[src/hdl/ddrc_pkg.sv]
// Shared types, command codes and duty helpers for the differential drive ramp controller.
// No dependencies; every module of the block imports it.
`timescale 1ns / 1ps

package ddrc_pkg;

    // Command codes carried in the input tuser
    typedef enum logic [3:0] {
        KIND_TICK      = 4'd0,
        KIND_FWD       = 4'd1,
        KIND_BACK      = 4'd2,
        KIND_STOP      = 4'd3,
        KIND_ESTOP     = 4'd4,
        KIND_TURN_L    = 4'd5,
        KIND_TURN_R    = 4'd6,
        KIND_CURVE_L   = 4'd7,
        KIND_CURVE_R   = 4'd8,
        KIND_SET_SPEED = 4'd9,
        KIND_SET_SMOOTH = 4'd10
    } t_kind;

    // Run direction codes; code 3 never arises and reads as stopped
    localparam logic [1:0] DIR_STOP = 2'd0;
    localparam logic [1:0] DIR_FWD  = 2'd1;
    localparam logic [1:0] DIR_REV  = 2'd2;

    // Configuration register indexes
    localparam logic [1:0] REG_DEFAULT_SPEED = 2'd0;
    localparam logic [1:0] REG_RAMP_STEP     = 2'd1;
    localparam logic [1:0] REG_TRIM_OFFSET   = 2'd2;

    localparam logic [7:0]        DEFAULT_SPEED_RST = 8'd200;
    localparam logic [7:0]        RAMP_STEP_RST     = 8'd10;
    localparam logic signed [6:0] TRIM_MAX          = 7'sd50;
    localparam logic signed [6:0] TRIM_MIN          = -7'sd50;

    // Duty magnitude limit before masking to the 8-bit field
    localparam logic [15:0] DUTY_MAX = 16'd255;

    typedef struct packed {
        logic [7:0]        default_speed;
        logic [7:0]        ramp_step;
        logic signed [6:0] trim_offset;
    } t_cfg;

    typedef struct packed {
        logic [7:0] right_reverse;
        logic [7:0] right_forward;
        logic [7:0] left_reverse;
        logic [7:0] left_forward;
    } t_duty;

    // Limit a magnitude to DUTY_MAX and mask to the field width
    function automatic logic [7:0] duty_limit(input logic [7:0] mag);
        logic [15:0] lim;
        lim = ({8'd0, mag} > DUTY_MAX) ? DUTY_MAX : {8'd0, mag};
        return lim[7:0];
    endfunction

    // Floor of x / 3 for 8-bit x via reciprocal multiply (171 / 512)
    function automatic logic [7:0] div3(input logic [7:0] x);
        logic [16:0] prod;
        prod = {9'd0, x} * 17'd171;
        return prod[16:9];
    endfunction

endpackage

[src/hdl/differential_drive_ramp_controller.sv]
// Top level: input register, configuration registers, drive core and result buffer.
// Depends on ddrc_pkg, ddrc_core and ddrc_out_buf.
`timescale 1ns / 1ps

// Two-motor differential drive controller. Each input word is a command (tuser) with
// an optional speed (tdata); ticks ramp both motor levels toward the target and emit
// four PWM duties, turn, curve and emergency stop commands emit duties at once, and the
// remaining commands only update state. The block takes one word per cycle: a word is
// registered on entry and processed, once the buffer has room, by single-pass
// combinational logic, whose duties land in a two-entry output buffer, so input keeps
// flowing while one result waits. Input stalls only once the buffer holds two untaken
// results and a word is already registered.
module differential_drive_ramp_controller
    import ddrc_pkg::*;
(
    input  logic        i_clk,
    input  logic        i_rst_n,
    input  logic        i_s_tvalid,
    output logic        o_s_tready,
    input  logic [7:0]  i_s_tdata,   // [7:0] speed_value
    input  logic [3:0]  i_s_tuser,   // [3:0] kind
    output logic        o_m_tvalid,
    input  logic        i_m_tready,
    output logic [31:0] o_m_tdata,   // [7:0] left_forward_duty, [15:8] left_reverse_duty,
                                     // [23:16] right_forward_duty, [31:24] right_reverse_duty
    input  logic        i_cfg_we,
    input  logic [1:0]  i_cfg_addr,
    input  logic [7:0]  i_cfg_wdata
);

    t_cfg       r_cfg;
    logic       r_in_valid;
    t_kind      r_in_kind;
    logic [7:0] r_in_speed;

    logic       fire, has_result, buf_full, buf_valid, pop;
    t_duty      core_result, buf_data;
    logic signed [6:0] trim_wr;

    assign fire       = r_in_valid && !buf_full;
    assign o_s_tready = !r_in_valid || fire;
    assign pop        = buf_valid && i_m_tready;
    assign o_m_tvalid = buf_valid;
    assign o_m_tdata  = buf_data;

    always_comb begin
        trim_wr = $signed(i_cfg_wdata[6:0]);
        if (trim_wr > TRIM_MAX) begin
            trim_wr = TRIM_MAX;
        end else if (trim_wr < TRIM_MIN) begin
            trim_wr = TRIM_MIN;
        end
    end

    always_ff @(posedge i_clk) begin
        if (!i_rst_n) begin
            r_cfg.default_speed <= DEFAULT_SPEED_RST;
            r_cfg.ramp_step     <= RAMP_STEP_RST;
            r_cfg.trim_offset   <= 7'sd0;
        end else if (i_cfg_we) begin
            case (i_cfg_addr)
                REG_DEFAULT_SPEED: r_cfg.default_speed <= i_cfg_wdata;
                REG_RAMP_STEP:     r_cfg.ramp_step     <= i_cfg_wdata;
                REG_TRIM_OFFSET:   r_cfg.trim_offset   <= trim_wr;
                default: begin
                end
            endcase
        end
    end

    always_ff @(posedge i_clk) begin
        if (!i_rst_n) begin
            r_in_valid <= 1'b0;
        end else if (o_s_tready) begin
            r_in_valid <= i_s_tvalid;
        end
    end

    // Hold the registered word until the core takes it
    always_ff @(posedge i_clk) begin
        if (i_s_tvalid && o_s_tready) begin
            r_in_kind  <= t_kind'(i_s_tuser);
            r_in_speed <= i_s_tdata;
        end
    end

    ddrc_core u_core (
        .i_clk        (i_clk),
        .i_rst_n      (i_rst_n),
        .i_fire       (fire),
        .i_kind       (r_in_kind),
        .i_speed_value(r_in_speed),
        .i_cfg        (r_cfg),
        .o_has_result (has_result),
        .o_result     (core_result)
    );

    ddrc_out_buf u_out_buf (
        .i_clk  (i_clk),
        .i_rst_n(i_rst_n),
        .i_push (fire && has_result),
        .i_data (core_result),
        .i_pop  (pop),
        .o_valid(buf_valid),
        .o_full (buf_full),
        .o_data (buf_data)
    );

    // A motor never gets forward and reverse duty together
    a_duty_exclusive: assert property (@(posedge i_clk) disable iff (!i_rst_n)
        o_m_tvalid |-> !(o_m_tdata[7:0] != 8'd0 && o_m_tdata[15:8] != 8'd0) &&
                       !(o_m_tdata[23:16] != 8'd0 && o_m_tdata[31:24] != 8'd0))
        else $error("forward and reverse duty both active");

    // The core never processes a word while the buffer is full
    a_no_overflow: assert property (@(posedge i_clk) disable iff (!i_rst_n)
        buf_full |-> !fire)
        else $error("result pushed into full buffer");

    // A registered word that is not processed stays put
    a_in_hold: assert property (@(posedge i_clk) disable iff (!i_rst_n)
        (r_in_valid && !fire) |=> r_in_valid && $stable(r_in_kind) && $stable(r_in_speed))
        else $error("pending input word lost");

endmodule

[src/hdl/ddrc_core.sv]
// Drive state (direction, target, left and right levels) and the per-word update logic.
// Depends on ddrc_pkg.
`timescale 1ns / 1ps

module ddrc_core
    import ddrc_pkg::*;
(
    input  logic       i_clk,
    input  logic       i_rst_n,
    input  logic       i_fire,
    input  t_kind      i_kind,
    input  logic [7:0] i_speed_value,
    input  t_cfg       i_cfg,
    output logic       o_has_result,
    output t_duty      o_result
);

    logic [1:0] r_dir,   n_dir;
    logic [7:0] r_tgt,   n_tgt;
    logic [7:0] r_left,  n_left;
    logic [7:0] r_right, n_right;

    logic [7:0] ramp_left, ramp_right;
    logic [7:0] trim_left, trim_right;
    logic [5:0] trim_mag;
    logic [7:0] half_speed, third_speed, ds;

    // Move cur toward tgt by at most step
    function automatic logic [7:0] ramp(input logic [7:0] cur, input logic [7:0] tgt,
                                        input logic [7:0] step);
        logic [8:0] up;
        logic [7:0] res;
        up  = {1'b0, cur} + {1'b0, step};
        res = cur;
        if (cur < tgt) begin
            res = ((tgt - cur) > step) ? up[7:0] : tgt;
        end else if (cur > tgt) begin
            res = ((cur - tgt) > step) ? (cur - step) : tgt;
        end
        return res;
    endfunction

    assign ds          = i_cfg.default_speed;
    assign half_speed  = {1'b0, ds[7:1]};
    assign third_speed = div3(ds);

    assign ramp_left  = ramp(r_left,  r_tgt, i_cfg.ramp_step);
    assign ramp_right = ramp(r_right, r_tgt, i_cfg.ramp_step);

    assign trim_mag = i_cfg.trim_offset[6] ? 6'(-i_cfg.trim_offset) : i_cfg.trim_offset[5:0];

    // Slow one side by the trim, floored at zero
    always_comb begin
        trim_left  = ramp_left;
        trim_right = ramp_right;
        if (i_cfg.trim_offset[6]) begin
            trim_left = (ramp_left >= {2'd0, trim_mag}) ? (ramp_left - {2'd0, trim_mag}) : 8'd0;
        end else begin
            trim_right = (ramp_right >= {2'd0, trim_mag}) ?
                         (ramp_right - {2'd0, trim_mag}) : 8'd0;
        end
    end

    always_comb begin
        n_dir        = r_dir;
        n_tgt        = r_tgt;
        n_left       = r_left;
        n_right      = r_right;
        o_has_result = 1'b0;
        o_result     = '0;
        case (i_kind)
            KIND_TICK: begin
                n_left       = ramp_left;
                n_right      = ramp_right;
                o_has_result = 1'b1;
                if (r_dir == DIR_FWD) begin
                    o_result.left_forward  = duty_limit(trim_left);
                    o_result.right_forward = duty_limit(trim_right);
                end else if (r_dir == DIR_REV) begin
                    o_result.left_reverse  = duty_limit(trim_left);
                    o_result.right_reverse = duty_limit(trim_right);
                end
            end
            KIND_FWD: begin
                n_dir = DIR_FWD;
                n_tgt = ds;
            end
            KIND_BACK: begin
                n_dir = DIR_REV;
                n_tgt = ds;
            end
            KIND_STOP: begin
                n_dir = DIR_STOP;
                n_tgt = 8'd0;
            end
            KIND_ESTOP: begin
                n_dir        = DIR_STOP;
                n_tgt        = 8'd0;
                n_left       = 8'd0;
                n_right      = 8'd0;
                o_has_result = 1'b1;
            end
            KIND_TURN_L: begin
                o_has_result           = 1'b1;
                o_result.left_reverse  = duty_limit(half_speed);
                o_result.right_forward = duty_limit(half_speed);
            end
            KIND_TURN_R: begin
                o_has_result           = 1'b1;
                o_result.left_forward  = duty_limit(half_speed);
                o_result.right_reverse = duty_limit(half_speed);
            end
            KIND_CURVE_L: begin
                o_has_result           = 1'b1;
                o_result.left_forward  = duty_limit(third_speed);
                o_result.right_forward = duty_limit(ds);
            end
            KIND_CURVE_R: begin
                o_has_result           = 1'b1;
                o_result.left_forward  = duty_limit(ds);
                o_result.right_forward = duty_limit(third_speed);
            end
            KIND_SET_SPEED: begin
                n_tgt = i_speed_value;
                // start forward only from a stopped state
                if (r_dir != DIR_FWD && r_dir != DIR_REV && i_speed_value != 8'd0) begin
                    n_dir = DIR_FWD;
                end
            end
            KIND_SET_SMOOTH: begin
                n_tgt = i_speed_value;
            end
            default: begin
            end
        endcase
    end

    always_ff @(posedge i_clk) begin
        if (!i_rst_n) begin
            r_dir   <= DIR_STOP;
            r_tgt   <= 8'd0;
            r_left  <= 8'd0;
            r_right <= 8'd0;
        end else if (i_fire) begin
            r_dir   <= n_dir;
            r_tgt   <= n_tgt;
            r_left  <= n_left;
            r_right <= n_right;
        end
    end

endmodule

[src/hdl/ddrc_out_buf.sv]
// Two-entry result buffer (output register plus skid slot) on the master side.
// Depends on ddrc_pkg.
`timescale 1ns / 1ps

module ddrc_out_buf
    import ddrc_pkg::*;
(
    input  logic  i_clk,
    input  logic  i_rst_n,
    input  logic  i_push,
    input  t_duty i_data,
    input  logic  i_pop,
    output logic  o_valid,
    output logic  o_full,
    output t_duty o_data
);

    logic [1:0] r_count, n_count;
    t_duty      r_head, r_tail;

    assign o_valid = (r_count != 2'd0);
    assign o_full  = (r_count == 2'd2);
    assign o_data  = r_head;

    always_comb begin
        n_count = r_count;
        if (i_push && !i_pop) begin
            n_count = r_count + 2'd1;
        end else if (!i_push && i_pop) begin
            n_count = r_count - 2'd1;
        end
    end

    always_ff @(posedge i_clk) begin
        if (!i_rst_n) begin
            r_count <= 2'd0;
        end else begin
            r_count <= n_count;
        end
    end

    // Payload: head drains from tail, new word lands in the first free slot
    always_ff @(posedge i_clk) begin
        if (i_pop) begin
            r_head <= r_tail;
        end
        if (i_push) begin
            if (i_pop) begin
                if (r_count == 2'd2) begin
                    r_tail <= i_data;
                end else begin
                    r_head <= i_data;
                end
            end else if (r_count == 2'd0) begin
                r_head <= i_data;
            end else begin
                r_tail <= i_data;
            end
        end
    end

endmodule

[config.mk]
export PLATFORM = sky130hd
export DESIGN_NAME = differential_drive_ramp_controller
export DESIGN_NICKNAME = d
export VERILOG_FILES = /design/src/hdl/ddrc_pkg.sv /design/src/hdl/differential_drive_ramp_controller.sv /design/src/hdl/ddrc_core.sv /design/src/hdl/ddrc_out_buf.sv
export SDC_FILE = /design/constraint.sdc
export NUM_CORES = 1
export LEC_CHECK = 0
export BUFFER_PORTS_ARGS = -buffer_cell sky130_fd_sc_hd__buf_4
export CORE_MARGIN = 8
export CORE_UTILIZATION = 30
export DETAILED_ROUTE_END_ITERATION = 16
export PLACE_DENSITY = 0.53
export SKIP_CTS_REPAIR_TIMING = 1
export SKIP_LAST_GASP = 1
export SLEW_MARGIN = 20
export SYNTH_ARGS = -nofsm -noshare
export SYNTH_HDL_FRONTEND = slang
export SYNTH_SLANG_ARGS = --single-unit
[constraint.sdc]
create_clock -name i_clk -period 7 [get_ports i_clk]
set_clock_uncertainty 0.2 [all_clocks]
set_input_delay 0.35 -clock i_clk [delete_from_list [all_inputs] [get_ports i_clk]]
set_output_delay 0.35 -clock i_clk [all_outputs]
set_load 0.005 [all_outputs]
==> qor.yml <==
outcome: "finished clean"
clockBufferDepth: 2
dr_total_vias: 11300
num_rows: 74
cp_data_arrival_time_ns: 6.39
die_area_um2: 47300
nFillCells: 4198
die_x_um: 218
nNetsFinal: 1733
max_freq_mhz: 155
start_util_pct: 30.1
first_pass_iters: 8
grt_pass1_vias: 10900
fin_crit_sh_pct: 92.3
yosys_warnings: 0
p_int_mw: 2.37
initialDrtViolationCount: 872
fin_crit_ns: 6.46
ios: 61
synthTopCellsByArea: "ha_1, dfxtp_1, edfxtp_1"
synth-seq-cells: 128
final_util_pct: 34.4
placed_cells: 2033
cts_root_buf: "clkbuf_16"
critPathCaptureType: "flip-flop"
rsz0062_at_grt: "no"
fin_setup_tns_ns: 0
synth_edf_count: 44
clk_latency_ns: 0.42
path_class: "reg -> reg"
ir_drop_v: 0.000178
hold_viol: 0
portBuffers: 60
power_frac_comb_pct: 53.4
synth_cell_types: 89
critPathRequiredTime_ns: 6.94
core-area_um2: 40500
numCtsBuffers: 17
cp_common_cell: "o21ai_0"
power_mw: 4.11
p_leak_nw: 5.85
setup-violations-final: 0
syn2layout_area_growth_pct: 14.1
grt_usage_pct: 16.6
syn_avg_cell_area_um2: 8.14
switching_power_mw: 1.74
power_density_nw_per_um2: 295
hold_ws_ns: 0.0200
maxSlewViolCount: 0
finalNonFillerCells: 2083
pwr-share-seq_pct: 24.7
cts_sinks: 128
crit_fanout: 10
worst_pin_slew_ns: 1.00
grt_pass1_wl_um: 62300
place_hpwl_um: 30300
maxCapViolations: 0
clk_pin_slew_ns: 0.06
yosysMostFrequentCell: "ha_1"
cp-start-kind: "flip-flop"
antenna_found_initial: 2
synth_common_cells: "ha_1, nand2_1, inv_1"
netlist_instances: 1497
grt_overflow: 0
cp_slowest_cell: "dfxtp_1"
vias_per_cell: 5.44
drive_above_1_share_pct: 9.68
netlist_area_um2: 12200
switching_share_pct: 42.4
yosysTopAreaCell: "ha_1"
drt_wl_total_um: 40100
synth_seq_area_share_pct: 24.6
postSynth.asyncResetShare_pct: 0
p_clk_share_pct: 21.9
grt_max_degree: 55
crit_path_max_incr_delay_ns: 0.46
post-route-drc-count: 0
drtAntennaViolNets: 0
synth_fp_nets: 1693
synth_top_flop_cell: "dfxtp_1"
die_y_um: 218
min_path_type: "in -> reg"
slew_headroom_pct: 33.1
routedWlPerCell_um: 19.3
yosysTopAreaCellShare_pct: 15.1
cts_max_level: 4
tritoncts: "built"
gp_congestion: 0.872
## worst max-delay path, delay by kind of cell (launching register included)
kind            cells  cell delay (ns)
simple gates        8             1.31
fa+ha+maj           5             1.35
flops               1             0.46
buf+inv             2             0.23
compound gates     13             2.51
xor+xnor            1             0.14
## area by class of cell
| type | instances | area, um2 | share of cell area, % |
|---|---|---|---|
| antenna | 1 | 2.50 | 0.0180 |
| clock buffer | 20 | 437 | 3.14 |
| clock inverter | 12 | 143 | 1.03 |
| multi-input combinational | 1170 | 8430 | 60.6 |
| tap | 532 | 666 | 4.79 |
| timing repair buffer | 99 | 778 | 5.59 |
| inverter | 121 | 454 | 3.26 |
| sequential | 128 | 3010 | 21.6 |
## worst paths after layout
kind                            cells past startpoint  slack [ns]       startpoint                  end
worst max-delay path                               29        0.54  u_core.r_tgt[0]  u_out_buf.r_tail[1]
worst min-delay path                                3        0.02   i_cfg_wdata[3]            r_cfg[18]
worst max register to register                     29        0.54  u_core.r_tgt[0]  u_out_buf.r_tail[1]
worst min register to register                      2        0.29  u_core.r_dir[1]      u_core.r_dir[1]
## layout by cell type (no fill, tap or decap), drive strengths merged, types with 24 or more instances in the layout
master  count
nor2      116
dfxtp      84
o21ai     100
a21oi     118
nor2b      49
nand2     128
ha        147
xor2       25
xnor2      35
inv       120
buf        85
edfxtp     44
nand3      24
a21o       33
## per-layer routing
layer	wire length [um]	vias up	global-route usage, %
met5	23	-	0
met4	833	4	4.89
met3	2370	63	3.02
met2	18200	344	26.2
met1	18700	5415	22.8
li1	-	5504	-
## through the flow
stage               cell area (um2)  setup slack [ns]
global route                  13900            0.0330
detailed placement            13200             0.359
floorplan                     12200              1.26
CTS                           13700             0.306
finish                        13900             0.541
global placement              13200             0.504
## state kept, by name (all words and copies together) (netlist names)
name,count
u_out_buf.o_data,32
r_in_kind,4
u_core.r_left,8
u_core.r_dir,2
u_core.r_tgt,8
u_out_buf.r_tail,32
r_in_speed,8
r_cfg,23
r_in_valid,1
u_out_buf.r_count,2
u_core.r_right,8
## kinds of logic after synthesis
| group | share of synthesized area, % |
|---|---|
| AOI/OAI and AO/OA | 25.9 |
| xor gates and xnor gates | 4.31 |
| and+or+nand+nor | 18.0 |
| DFF | 24.6 |
| adders and majority gates | 18.7 |
| muxes | 2.08 |
| buffers and inverters | 6.35 |
## power groups by stage
stage / registers, mW / clock network (mW) / logic (mW)
6_report: 1.01 / 0.899 / 2.19
5_1_grt: 1.03 / 0.940 / 2.41
4_1_cts: 1.02 / 0.909 / 2.15
3_5_place_dp: 1.03 / 0 / 2.14
3_3_place_gp: 1.03 / 0 / 2.12
2_1_floorplan: 0.984 / 0 / 1.51
Note: power is estimated with default switching activity, not from simulation.
